<file path="config.mk">
export PLATFORM = sky130hd
export DESIGN_NAME = vending_controller_fsm_unit
export DESIGN_NICKNAME = d
export VERILOG_FILES = /design/src/rtl/vcf_pkg.sv /design/src/rtl/vending_controller_fsm_unit.sv
export SDC_FILE = /design/constraint.sdc
export NUM_CORES = 1
export LEC_CHECK = 0
export BUFFER_PORTS_ARGS = -buffer_cell sky130_fd_sc_hd__buf_2
export CAP_MARGIN = 0
export CORE_ASPECT_RATIO = 1.4
export CORE_MARGIN = 10
export CORE_UTILIZATION = 40
export DETAILED_ROUTE_END_ITERATION = 8
export PLACE_DENSITY_LB_ADDON = 0.25
export SYNTH_ARGS = -nofsm -noshare
export SYNTH_HDL_FRONTEND = slang
export SYNTH_SLANG_ARGS = --single-unit
</file>
<file path="constraint.sdc">
create_clock -name clock -period 3.8 [get_ports clock]
set_input_delay 0.19 -clock clock [delete_from_list [all_inputs] [get_ports clock]]
set_output_delay 0.19 -clock clock [all_outputs]
set_load 0.01 [all_outputs]
</file>
<file path="src/rtl/vcf_pkg.sv">
// Package: mode, command and error codes for the vending controller.
`timescale 1ns / 1ps

package vcf_pkg;

   localparam int unsigned CMD_WIDTH   = 3;
   localparam int unsigned ERR_WIDTH   = 3;
   localparam int unsigned CODE_WIDTH  = 3;
   localparam int unsigned FIELD_WIDTH = 16;
   localparam int unsigned PIN_WIDTH   = 17;

   localparam logic [PIN_WIDTH-1:0] PIN_RESET = 17'd54321;

   localparam logic [CMD_WIDTH-1:0] CMD_INSERT   = 3'd0;
   localparam logic [CMD_WIDTH-1:0] CMD_REFUND   = 3'd1;
   localparam logic [CMD_WIDTH-1:0] CMD_SELECT   = 3'd2;
   localparam logic [CMD_WIDTH-1:0] CMD_DISPENSE = 3'd3;
   localparam logic [CMD_WIDTH-1:0] CMD_PIN      = 3'd4;
   localparam logic [CMD_WIDTH-1:0] CMD_RESTOCK  = 3'd5;
   localparam logic [CMD_WIDTH-1:0] CMD_EXIT     = 3'd6;

   localparam logic [ERR_WIDTH-1:0] ERR_NONE   = 3'd0;
   localparam logic [ERR_WIDTH-1:0] ERR_STATE  = 3'd1;
   localparam logic [ERR_WIDTH-1:0] ERR_STOCK  = 3'd2;
   localparam logic [ERR_WIDTH-1:0] ERR_CREDIT = 3'd3;
   localparam logic [ERR_WIDTH-1:0] ERR_PIN    = 3'd4;

   localparam logic [CODE_WIDTH-1:0] CODE_EMPTY    = 3'd0;
   localparam logic [CODE_WIDTH-1:0] CODE_IDLE     = 3'd1;
   localparam logic [CODE_WIDTH-1:0] CODE_CREDIT   = 3'd2;
   localparam logic [CODE_WIDTH-1:0] CODE_DISPENSE = 3'd3;
   localparam logic [CODE_WIDTH-1:0] CODE_MAINT    = 3'd4;

   typedef enum logic [4:0] {
      MODE_EMPTY    = 5'b00001,
      MODE_IDLE     = 5'b00010,
      MODE_CREDIT   = 5'b00100,
      MODE_DISPENSE = 5'b01000,
      MODE_MAINT    = 5'b10000
   } mode_type;

   function automatic logic [CODE_WIDTH-1:0] mode_code(input mode_type mode);
      logic [CODE_WIDTH-1:0] code;
      unique case (mode)
         MODE_EMPTY:    code = CODE_EMPTY;
         MODE_IDLE:     code = CODE_IDLE;
         MODE_CREDIT:   code = CODE_CREDIT;
         MODE_DISPENSE: code = CODE_DISPENSE;
         MODE_MAINT:    code = CODE_MAINT;
         default:       code = CODE_EMPTY;
      endcase
      return code;
   endfunction

endpackage

</file>
<file path="src/rtl/vending_controller_fsm_unit.sv">
// Top level: vending controller state machine with credit and stock counters.
//
//   channel | direction | handshake          | payload
//   req     | in        | req_valid/ready    | cmd, money, bars, stock added, pin
//   rsp     | out       | rsp_valid/ready    | accepted, error, mode, credit, stock
//   csr     | in        | csr_we             | access pin
//
// One transaction a cycle unless rsp stalls; rsp is driven from the result register.
// The input register feeds one pass of compare/add/subtract into the result register.
// Synchronous reset empties both registers, clears the counters and loads the default pin.
// A stalled rsp holds the result; req stays ready while the input register can advance.
`timescale 1ns / 1ps

module vending_controller_fsm_unit #(
   parameter int unsigned COUNT_WIDTH = 16
) (
   input  logic                                clock,
   input  logic                                reset,
   input  logic                                req_valid,
   output logic                                req_ready,
   input  logic [vcf_pkg::CMD_WIDTH-1:0]       req_cmd,
   input  logic [vcf_pkg::FIELD_WIDTH-1:0]     req_money_amount,
   input  logic [vcf_pkg::FIELD_WIDTH-1:0]     req_bars_wanted,
   input  logic [vcf_pkg::FIELD_WIDTH-1:0]     req_stock_added,
   input  logic [vcf_pkg::PIN_WIDTH-1:0]       req_pin_entered,
   output logic                                rsp_valid,
   input  logic                                rsp_ready,
   output logic                                rsp_accepted,
   output logic [vcf_pkg::ERR_WIDTH-1:0]       rsp_error_code,
   output logic [vcf_pkg::CODE_WIDTH-1:0]      rsp_mode_now,
   output logic [vcf_pkg::FIELD_WIDTH-1:0]     rsp_credit_level,
   output logic [vcf_pkg::FIELD_WIDTH-1:0]     rsp_stock_level,
   input  logic                                csr_we,
   input  logic [vcf_pkg::PIN_WIDTH-1:0]       csr_wdata
);

   localparam int unsigned SumWidth =
      ((COUNT_WIDTH > vcf_pkg::FIELD_WIDTH) ? COUNT_WIDTH : vcf_pkg::FIELD_WIDTH) + 1;
   localparam logic [SumWidth-1:0] CountMax =
      {{(SumWidth-COUNT_WIDTH){1'b0}}, {COUNT_WIDTH{1'b1}}};

   logic                              in_valid_ff, in_valid_in;
   logic [vcf_pkg::CMD_WIDTH-1:0]     cmd_ff;
   logic [vcf_pkg::FIELD_WIDTH-1:0]   money_ff, bars_ff, added_ff;
   logic [vcf_pkg::PIN_WIDTH-1:0]     pin_ff;

   logic                              out_valid_ff, out_valid_in;
   logic                              accepted_ff;
   logic [vcf_pkg::ERR_WIDTH-1:0]     error_ff;
   logic [vcf_pkg::CODE_WIDTH-1:0]    mode_code_ff;
   logic [vcf_pkg::FIELD_WIDTH-1:0]   credit_out_ff, stock_out_ff;

   vcf_pkg::mode_type                 mode_ff, mode_in;
   logic [COUNT_WIDTH-1:0]            credit_ff, credit_in;
   logic [COUNT_WIDTH-1:0]            stock_ff, stock_in;
   logic [vcf_pkg::PIN_WIDTH-1:0]     access_pin_ff;

   logic                              advance, take;
   logic [vcf_pkg::ERR_WIDTH-1:0]     err;
   logic [SumWidth-1:0]               credit_ext, stock_ext, money_ext, bars_ext, added_ext;
   logic [SumWidth-1:0]               credit_sum, stock_sum, credit_left, stock_left;
   logic [SumWidth-1:0]               credit_in_ext, stock_in_ext;

   assign advance     = in_valid_ff && (!out_valid_ff || rsp_ready);
   assign req_ready   = !in_valid_ff || advance;
   assign take        = req_valid && req_ready;
   assign in_valid_in = take || (in_valid_ff && !advance);
   assign out_valid_in = advance || (out_valid_ff && !rsp_ready);

   assign credit_ext  = SumWidth'(credit_ff);
   assign stock_ext   = SumWidth'(stock_ff);
   assign money_ext   = SumWidth'(money_ff);
   assign bars_ext    = SumWidth'(bars_ff);
   assign added_ext   = SumWidth'(added_ff);
   assign credit_sum  = credit_ext + money_ext;
   assign stock_sum   = stock_ext + added_ext;
   assign credit_left = credit_ext - bars_ext;
   assign stock_left  = stock_ext - bars_ext;

   always_comb begin
      mode_in   = mode_ff;
      credit_in = credit_ff;
      stock_in  = stock_ff;
      err       = vcf_pkg::ERR_STATE;
      unique case (cmd_ff)
         vcf_pkg::CMD_INSERT: begin
            if (mode_ff == vcf_pkg::MODE_IDLE || mode_ff == vcf_pkg::MODE_CREDIT) begin
               credit_in = (credit_sum > CountMax) ? CountMax[COUNT_WIDTH-1:0]
                                                   : credit_sum[COUNT_WIDTH-1:0];
               mode_in   = vcf_pkg::MODE_CREDIT;
               err       = vcf_pkg::ERR_NONE;
            end
         end
         vcf_pkg::CMD_REFUND: begin
            if (mode_ff == vcf_pkg::MODE_CREDIT) begin
               credit_in = '0;
               mode_in   = vcf_pkg::MODE_IDLE;
               err       = vcf_pkg::ERR_NONE;
            end
         end
         vcf_pkg::CMD_SELECT: begin
            if (mode_ff == vcf_pkg::MODE_CREDIT) begin
               priority if (stock_ext < bars_ext) begin
                  err = vcf_pkg::ERR_STOCK;
               end else if (credit_ext < bars_ext) begin
                  err = vcf_pkg::ERR_CREDIT;
               end else begin
                  stock_in  = stock_left[COUNT_WIDTH-1:0];
                  credit_in = credit_left[COUNT_WIDTH-1:0];
                  mode_in   = vcf_pkg::MODE_DISPENSE;
                  err       = vcf_pkg::ERR_NONE;
               end
            end
         end
         vcf_pkg::CMD_DISPENSE: begin
            if (mode_ff == vcf_pkg::MODE_DISPENSE) begin
               priority if (stock_ff == '0) begin
                  mode_in = vcf_pkg::MODE_EMPTY;
               end else if (credit_ff == '0) begin
                  mode_in = vcf_pkg::MODE_IDLE;
               end else begin
                  mode_in = vcf_pkg::MODE_CREDIT;
               end
               err = vcf_pkg::ERR_NONE;
            end
         end
         vcf_pkg::CMD_PIN: begin
            if (mode_ff == vcf_pkg::MODE_EMPTY || mode_ff == vcf_pkg::MODE_IDLE) begin
               if (pin_ff == access_pin_ff) begin
                  mode_in = vcf_pkg::MODE_MAINT;
                  err     = vcf_pkg::ERR_NONE;
               end else begin
                  err = vcf_pkg::ERR_PIN;
               end
            end
         end
         vcf_pkg::CMD_RESTOCK: begin
            if (mode_ff == vcf_pkg::MODE_MAINT) begin
               stock_in = (stock_sum > CountMax) ? CountMax[COUNT_WIDTH-1:0]
                                                 : stock_sum[COUNT_WIDTH-1:0];
               err      = vcf_pkg::ERR_NONE;
            end
         end
         vcf_pkg::CMD_EXIT: begin
            if (mode_ff == vcf_pkg::MODE_MAINT) begin
               mode_in = (stock_ff == '0) ? vcf_pkg::MODE_EMPTY : vcf_pkg::MODE_IDLE;
               err     = vcf_pkg::ERR_NONE;
            end
         end
         default: begin
            err = vcf_pkg::ERR_STATE;
         end
      endcase
   end

   assign credit_in_ext = SumWidth'(credit_in);
   assign stock_in_ext  = SumWidth'(stock_in);

   always_ff @(posedge clock) begin
      if (reset) begin
         in_valid_ff   <= 1'b0;
         out_valid_ff  <= 1'b0;
         mode_ff       <= vcf_pkg::MODE_EMPTY;
         credit_ff     <= '0;
         stock_ff      <= '0;
         access_pin_ff <= vcf_pkg::PIN_RESET;
      end else begin
         in_valid_ff  <= in_valid_in;
         out_valid_ff <= out_valid_in;
         if (advance) begin
            mode_ff   <= mode_in;
            credit_ff <= credit_in;
            stock_ff  <= stock_in;
         end
         if (csr_we) begin
            access_pin_ff <= csr_wdata;
         end
      end
   end

   // hold payload until the next transaction moves in
   always_ff @(posedge clock) begin
      if (take) begin
         cmd_ff   <= req_cmd;
         money_ff <= req_money_amount;
         bars_ff  <= req_bars_wanted;
         added_ff <= req_stock_added;
         pin_ff   <= req_pin_entered;
      end
      if (advance) begin
         accepted_ff   <= (err == vcf_pkg::ERR_NONE);
         error_ff      <= err;
         mode_code_ff  <= vcf_pkg::mode_code(mode_in);
         credit_out_ff <= credit_in_ext[vcf_pkg::FIELD_WIDTH-1:0];
         stock_out_ff  <= stock_in_ext[vcf_pkg::FIELD_WIDTH-1:0];
      end
   end

   assign rsp_valid        = out_valid_ff;
   assign rsp_accepted     = accepted_ff;
   assign rsp_error_code   = error_ff;
   assign rsp_mode_now     = mode_code_ff;
   assign rsp_credit_level = credit_out_ff;
   assign rsp_stock_level  = stock_out_ff;

endmodule
</file>
==> qor.txt, run 1 <==
SETUP PATH
-----------------------------------------------------------------------------------------------
Longest individual stage delay on the worst path                                        0.74 ns
Crit-path leading delay family                                                     compound AO/OA/AOI/OAI gates
Count of buffer and inverter cells on the critical path                                       2
Startpoint types                                                                       register
Cell chain of the critical path                                                    inv_1 -> ha_1 -> inv_1 -> fa_1 -> a211oi_2 -> o211ai_1 -> and3b_1 -> o211a_4 -> o211ai_2 -> nor2_1 -> a211o_1
Type of destination of the critical path                                               register
Category of the most critical setup path                                           register to register
Worst path arrival time                                                                 3.62 ns
Register-to-register setup slack                                                        0.38 ns
Cell with the largest stage delay on the worst path                                    o211ai_2
Cell seen most often among critical-path stages                                           inv_1
Worst setup path start                                                             stock_ff[0]$_SDFFE_PP0P_
Data required, critical path                                                            4.00 ns
Start of the worst register-to-register path                                       stock_ff[0]$_SDFFE_PP0P_
Highest net fanout along the worst path                                                      16

SYNTH
-----------------------------------------------------------------------------------------------
Post-synthesis async set-or-reset flop share                                                  0
Yosys top cell area share                                                                 0.319
Leading post-synthesis cells by cell area                                          edfxtp_1 32%, dfxtp_1 11%, ha_1 8.0%
Yosys reg bits                                                                              163
Number of flops mapped to enable cells by yosys                                             107
Mux share of post-synthesis cell area                                                   0.00995
Cell taking the most area after synthesis                                              edfxtp_1
Number of instances in the synthesized netlist                                             1035
Adder-Cell Fraction of Synth Area                                                        0.0876
Syn. warnings                                                                                 0
Mean instance size in the synthesized netlist                                          9.72 µm²
Xor and xnor area share after synthesis                                                  0.0531
Number of nets in the synthesized netlist                                                  1193
Number of distinct standard cells referenced by the synthesized netlist                      82
Combinational family with the most area after synthesis                            compound AO/OA/AOI/OAI gates
Simple logic cell fraction of the synthesized area                                        0.164
Flip-flop cell with the highest count after synthesis                                  edfxtp_1
Fraction of the mapped netlist area in compound gates                                     0.223
Post-synthesis instance area                                                          10100 µm²
Share of the yosys chip area belonging to registers                                       0.431

PLACED DESIGN
-----------------------------------------------------------------------------------------------
Routability Congestion                                                                    0.923
HPWL Detailed                                                                          21700 µm
Cell Count Post-Placement                                                                  1451
Number of buffers inserted by port buffering                                                130
Worst slack at placement                                                               0.407 ns

STA
-----------------------------------------------------------------------------------------------
Slew at the pin with the worst max-slew slack                                           1.01 ns
Total negative slack                                                                       0 ns
Share of the clock period used by the worst path after layout                             0.899
Unrepaired setup endpoints after global routing                                              no
Relative slew slack                                                                       0.325
Number of max-slew violations in the final report                                             0
Final setup vio count                                                                         0
Maximum clock rate                                                                      293 MHz
Worst path setup slack after routing                                                   0.383 ns
Final Hold Viols                                                                              0
Post-route clock skew                                                                 0.0106 ns
Fin Hold WS                                                                           0.0343 ns
Shortest clock period the worst path allows after layout                                3.42 ns

FINISH
-----------------------------------------------------------------------------------------------
Fraction of layout instances using a drive strength above 1                               0.157
Filler Cell Count                                                                          2285
Total number of nets in the final design                                                   1399
Area growth from synthesis to layout                                                      24.0%
Number of non-filler instances in the completed layout                                     1570
Sequential cell area                                                                   4330 µm²
Core Util, Final                                                                          0.504
Area occupied by multi-input gates                                                     5400 µm²

GRT
-----------------------------------------------------------------------------------------------
Via count of the first global-routing pass                                                 8939
Maximum number of pins on one net before global-route repair                                 69
Leftover overflow at the end of global routing                                                0
Overall track demand over capacity in global routing                                      0.181
Initial antenna violation count                                                               1
Global-route wire length before repair                                                 47000 µm

DETAILED ROUTING
-----------------------------------------------------------------------------------------------
Mean routed wirelength per cell                                                         18.8 µm
Ratio of routed vias to standard cells                                                     5.57
First-pass detailed-route iteration total                                                     5
Remaining antenna violation count after routing                                               0
Via Count                                                                                  8746
Remaining DRCs                                                                                0
Final WL                                                                               29500 µm
Drt initial violations                                                                      559

POWER AND IR DROP
-----------------------------------------------------------------------------------------------
Leakage Power                                                                        0.00518 µW
IR Drop Worst-Case VDD                                                                 0.325 mV
Power per cell area                                                                  382 nW/µm²

CLOCK NETWORK
-----------------------------------------------------------------------------------------------
CTS H-tree depth                                                                              4
Master cell of the clock root buffer                                                  clkbuf_16
Insertion delay to the later sink of the worst-skew pair                                0.45 ns
Clock input transition at the sequential cells of the worst setup and hold paths        0.08 ns
Setup fix buffers added after clock tree synthesis                                            0
TritonCTS clock tree                                                                       done
Post-cts gate resize count                                                                    0
Clock sink total                                                                            163
Num CTS Buffers                                                                              17
Max clock buf depth                                                                           2
Hold buffer count at CTS                                                                     86

DIE
-----------------------------------------------------------------------------------------------
Total die area                                                                        32000 µm²
Height of the chip                                                                       208 µm
Rows                                                                                         68
Core footprint                                                                        24800 µm²
Starting Density                                                                          0.406
Horizontal die dimension                                                                 154 µm
Boundary Pins                                                                               131

WORST HOLD PATH
-----------------------------------------------------------------------------------------------
Worst min-delay path category                                                      input pin to register
Hold path start                                                                       rsp_ready

RUN STATUS
-----------------------------------------------------------------------------------------------
Run status                                                                         complete, no violations

JOB
-----------------------------------------------------------------------------------------------
Max cap viols                                                                                 0

tightest hold or removal path, stage by stage:
cell     delay [ns]
buf_2          0.07
nor2b_1        0.06
nor2_1         0.08
nor2_1         0.04
worst paths after layout:
check                                   end  cells after the start
max           rsp_stock_level[11]$_DFFE_PP_                     11
min                    rsp_valid$_SDFF_PP0_                      4
max reg2reg   rsp_stock_level[11]$_DFFE_PP_                     11
min reg2reg  access_pin_ff[16]$_SDFFE_PP0P_                      2
cell usage after synthesis (all sizes together) (13+ instances only):
| cell | count |
|---|---|
| xor2 | 34 |
| a31oi | 17 |
| inv | 40 |
| o21ai | 46 |
| nor2b | 17 |
| nand3 | 27 |
| dfxtp | 56 |
| nand4 | 16 |
| nand2 | 64 |
| o21a | 27 |
| ha | 64 |
| edfxtp | 107 |
| o211ai | 18 |
| a211o | 13 |
| a211oi | 15 |
| nor4 | 15 |
| clkbuf | 29 |
| a21o | 15 |
| xnor2 | 27 |
| a21oi | 69 |
| nor3 | 20 |
| nor2 | 130 |
where the power goes:
part | switching, µW | internal, µW
clock | 824 | 936
sequential | 82.3 | 2000
combinational | 512 | 409
total | 1420 | 3350
metal layers:
layer	track usage	routed length, µm
met4	0.0941	1180
met1	0.198	11600
met5	0	0
met3	0.0296	1100
met2	0.326	15600
area by class of cell:
type,count,area share
antenna,1,0.000201
inverter,40,0.0120
timing repair buffer,227,0.129
multi-input combinational,792,0.433
clock inverter,15,0.0127
clock buffer,17,0.0341
sequential,163,0.347
tap,315,0.0316
flip-flops by register name, indices dropped and copies added, names as in the netlist:
register and cells:
access_pin_ff 17, added_ff 16, bars_ff 16, cmd_ff 3, credit_ff 16, in_valid_ff 1, mode_ff 5, money_ff 16
pin_ff 17, rsp_accepted 1, rsp_credit_level 16, rsp_error_code 3, rsp_mode_now 3, rsp_stock_level 16, rsp_valid 1, stock_ff 16
layout by cell type (no fill, tap or decap), types with 11 or more instances in the layout:
cell type / instances
nand3_1: 27
edfxtp_1: 107
inv_1: 39
xnor2_1: 27
buf_2: 130
clkbuf_16: 17
o21a_1: 27
xor2_1: 34
a31oi_1: 17
o21ai_0: 44
dfxtp_1: 56
ha_1: 64
nand4_1: 16
a211oi_1: 14
o211ai_1: 15
a211o_1: 13
nor4_1: 14
or3_1: 11
a21oi_1: 68
dlygate4sd3_1: 86
nor3_1: 20
a21o_1: 15
nand2_1: 64
nor2b_1: 17
nor2_1: 128
cells by family (layout without fill, tap and decap cells):
group,count (synthesis),count (layout)
and+or+nand+nor,342,342
AOI/OAI and AO/OA,311,311
DFF,163,163
buffers and inverters,80,299
adders and majority gates,68,68
xor gates and xnor gates,61,61
muxes,10,10
other,0,1
stage by stage:
step | total power (µW) | cell area, µm²
2_1_floorplan | 2710 | 10100
3_3_place_gp | 2960 | 11000
3_5_place_dp | 2970 | 11000
4_1_cts | 4800 | 12500
5_1_grt | 4980 | 12500
6_report | 4760 | 12500
No activity file was read; power rests on OpenSTA's default activity.
==> run 2: changes to the inputs <==
Settings changed: CORE_UTILIZATION 40 to 50.
==> run 2 against run 1 <==
Clock skew up 0.0042 ns. Non-clock buffer count up 1. Sequential share of layout area up 0.30 points. Sequential power about the same.
==> qor.txt, run 2 (synthesis results as in run 1) <==
RUN STATUS
-----------------------------------------------------------------------------------------------
Run status                                                                         complete, no violations

PLACED DESIGN
-----------------------------------------------------------------------------------------------
Number of buffers inserted by port buffering                                                130
HPWL Detailed                                                                          20500 µm
Routability Congestion                                                                    0.935
Cell Count Post-Placement                                                                  1389
Post-detailed-placement cell area                                                     11000 µm²
Worst slack at placement                                                               0.481 ns

SETUP PATH
-----------------------------------------------------------------------------------------------
Register-to-register setup slack                                                        0.43 ns
Category of the most critical setup path                                           register to register
Cell with the largest stage delay on the worst path                                    o211ai_2
Startpoint types                                                                       register
Data required, critical path                                                            4.13 ns
Longest individual stage delay on the worst path                                        0.49 ns
Worst path arrival time                                                                 3.70 ns
Type of destination of the critical path                                               register
Cell seen most often among critical-path stages                                           inv_1
Cell chain of the critical path                                                    inv_1 -> ha_1 -> inv_1 -> fa_1 -> a211oi_1 -> o31a_1 -> nor4b_2 -> or2_1 -> o211ai_2 -> o311ai_0 -> o211ai_1 -> o21a_1
Highest net fanout along the worst path                                                      16

POWER AND IR DROP
-----------------------------------------------------------------------------------------------
Leakage Power                                                                        0.00516 µW
Share of power burned in combinational logic                                              0.199
Power per cell area                                                                  376 nW/µm²
Clock group share of total power                                                          0.353
Switching portion of total power                                                          0.290
Net switching power of the design                                                       1350 µW
Sequential share of power                                                                 0.448
IR Drop Worst-Case VDD                                                                 0.343 mV
Internal power                                                                          3300 µW

CLOCK NETWORK
-----------------------------------------------------------------------------------------------
Setup fix buffers added after clock tree synthesis                                            0
Hold buffer count at CTS                                                                     86
Insertion delay to the later sink of the worst-skew pair                                0.45 ns
Master cell of the clock root buffer                                                  clkbuf_16
TritonCTS clock tree                                                                       done
Clock sink total                                                                            163
CTS H-tree depth                                                                              4
Post-cts gate resize count                                                                    0
Max clock buf depth                                                                           2
Clock input transition at the sequential cells of the worst setup and hold paths        0.07 ns
Num CTS Buffers                                                                              17

STA
-----------------------------------------------------------------------------------------------
Fin Hold WS                                                                           0.0711 ns
Unrepaired setup endpoints after global routing                                              no
Final setup vio count                                                                         0
Share of the clock period used by the worst path after layout                             0.888
Shortest clock period the worst path allows after layout                                3.37 ns
Post-route clock skew                                                                 0.0147 ns
Maximum clock rate                                                                      296 MHz
Number of max-slew violations in the final report                                             0
Relative slew slack                                                                       0.328
Total negative slack                                                                       0 ns
Worst path setup slack after routing                                                   0.427 ns
Slew at the pin with the worst max-slew slack                                           1.01 ns
Final Hold Viols                                                                              0

DETAILED ROUTING
-----------------------------------------------------------------------------------------------
Remaining DRCs                                                                                0
Drt initial violations                                                                      662
Via Count                                                                                  8832
Ratio of routed vias to standard cells                                                     5.86
Remaining antenna violation count after routing                                               0
Final WL                                                                               28700 µm
First-pass detailed-route iteration total                                                     5
Mean routed wirelength per cell                                                         19.0 µm

FINISH
-----------------------------------------------------------------------------------------------
Fraction of layout instances using a drive strength above 1                               0.155
Sequential cell area                                                                   4330 µm²
Most frequent standard cell in the layout excluding fill and tap cells                    buf_2
Largest registers in the final layout                                              access_pin_ff (17), pin_ff (17)
Most frequent cells in the layout                                                  130 x buf_2, 128 x nor2_1, 107 x edfxtp_1, 86 x dlygate4sd3_1, 68 x a21oi_1
Area occupied by multi-input gates                                                     5400 µm²
Number of non-filler instances in the completed layout                                     1507
Filler Cell Count                                                                          1678
Layout Cell Area excl Fill                                                            12400 µm²
Total number of nets in the final design                                                   1400
Antenna Diode Count                                                                           0
Area growth from synthesis to layout                                                      23.0%

DIE
-----------------------------------------------------------------------------------------------
Starting Density                                                                          0.507
Core footprint                                                                        19800 µm²
Boundary Pins                                                                               131
Horizontal die dimension                                                                 140 µm
Total die area                                                                        26300 µm²
Height of the chip                                                                       188 µm
Rows                                                                                         61

GRT
-----------------------------------------------------------------------------------------------
Global-route wire length before repair                                                 45600 µm
Leftover overflow at the end of global routing                                                0
Initial antenna violation count                                                               0
Overall track demand over capacity in global routing                                      0.213
Maximum number of pins on one net before global-route repair                                 69
Via count of the first global-routing pass                                                 8983

JOB
-----------------------------------------------------------------------------------------------
Max cap viols                                                                                 0

WORST HOLD PATH
-----------------------------------------------------------------------------------------------
Worst min-delay path category                                                      input pin to register

[run 2: cell count changes in the layout (fill, tap and decap cells not counted), sizes merged, moves of 2 or more]
cell / previous run / this run
clkbuf: 17 / 20
clkinvlp: 0 / 2
clkinv: 2 / 4
inv: 52 / 46
[run 2: per-stage QoR]
step | util | total power (µW)
3_3_place_gp | 0.552 | 2950
3_5_place_dp | 0.552 | 2960
2_1_floorplan | - | 2710
4_1_cts | 0.623 | 4680
6_report | 0.623 | 4650
5_1_grt | 0.623 | 4850
[run 2: power groups by stage]
stage / logic, µW / registers (µW) / clock network, µW
after detailed placement: 841 / 2120 / 0
after global routing: 1020 / 2090 / 1740
after global placement: 832 / 2120 / 0
after CTS: 916 / 2080 / 1680
final: 924 / 2080 / 1640
after floorplan: 605 / 2100 / 0
[run 2: worst paths after layout]
kind / start / to / depth (start not counted)
worst max-delay path: credit_ff[0]$_SDFFE_PP0P_ / stock_ff[10]$_SDFFE_PP0P_ / 12
worst min-delay path: rsp_ready / rsp_valid$_SDFF_PP0_ / 4
worst max register to register: credit_ff[0]$_SDFFE_PP0P_ / stock_ff[10]$_SDFFE_PP0P_ / 12
worst min register to register: access_pin_ff[13]$_SDFFE_PP0P_ / access_pin_ff[13]$_SDFFE_PP0P_ / 2
[run 2: per-layer routing]
layer,part of all wire,global-route usage,vias to the layer above
li1,-,-,4327
met4,0.036,0.0971,0
met2,0.53,0.396,257
met5,0,0,-
met1,0.39,0.224,4174
met3,0.040,0.0394,74
[run 2: area by class of cell]
| type | instances | share of cell area |
|---|---|---|
| multi-input combinational | 792 | 0.437 |
| sequential | 163 | 0.350 |
| timing repair buffer | 228 | 0.130 |
| clock buffer | 20 | 0.0370 |
| tap | 252 | 0.0255 |
| inverter | 40 | 0.0121 |
| clock inverter | 12 | 0.00769 |
[run 2: worst max-delay path, delay by kind of cell, from the launching register on]
kind	cells	cell delay, ns
AOI/OAI and AO/OA	6	1.59
adders and majority gates	2	0.43
buffers and inverters	2	0.15
DFF	1	0.41
and+or+nand+nor	2	0.68
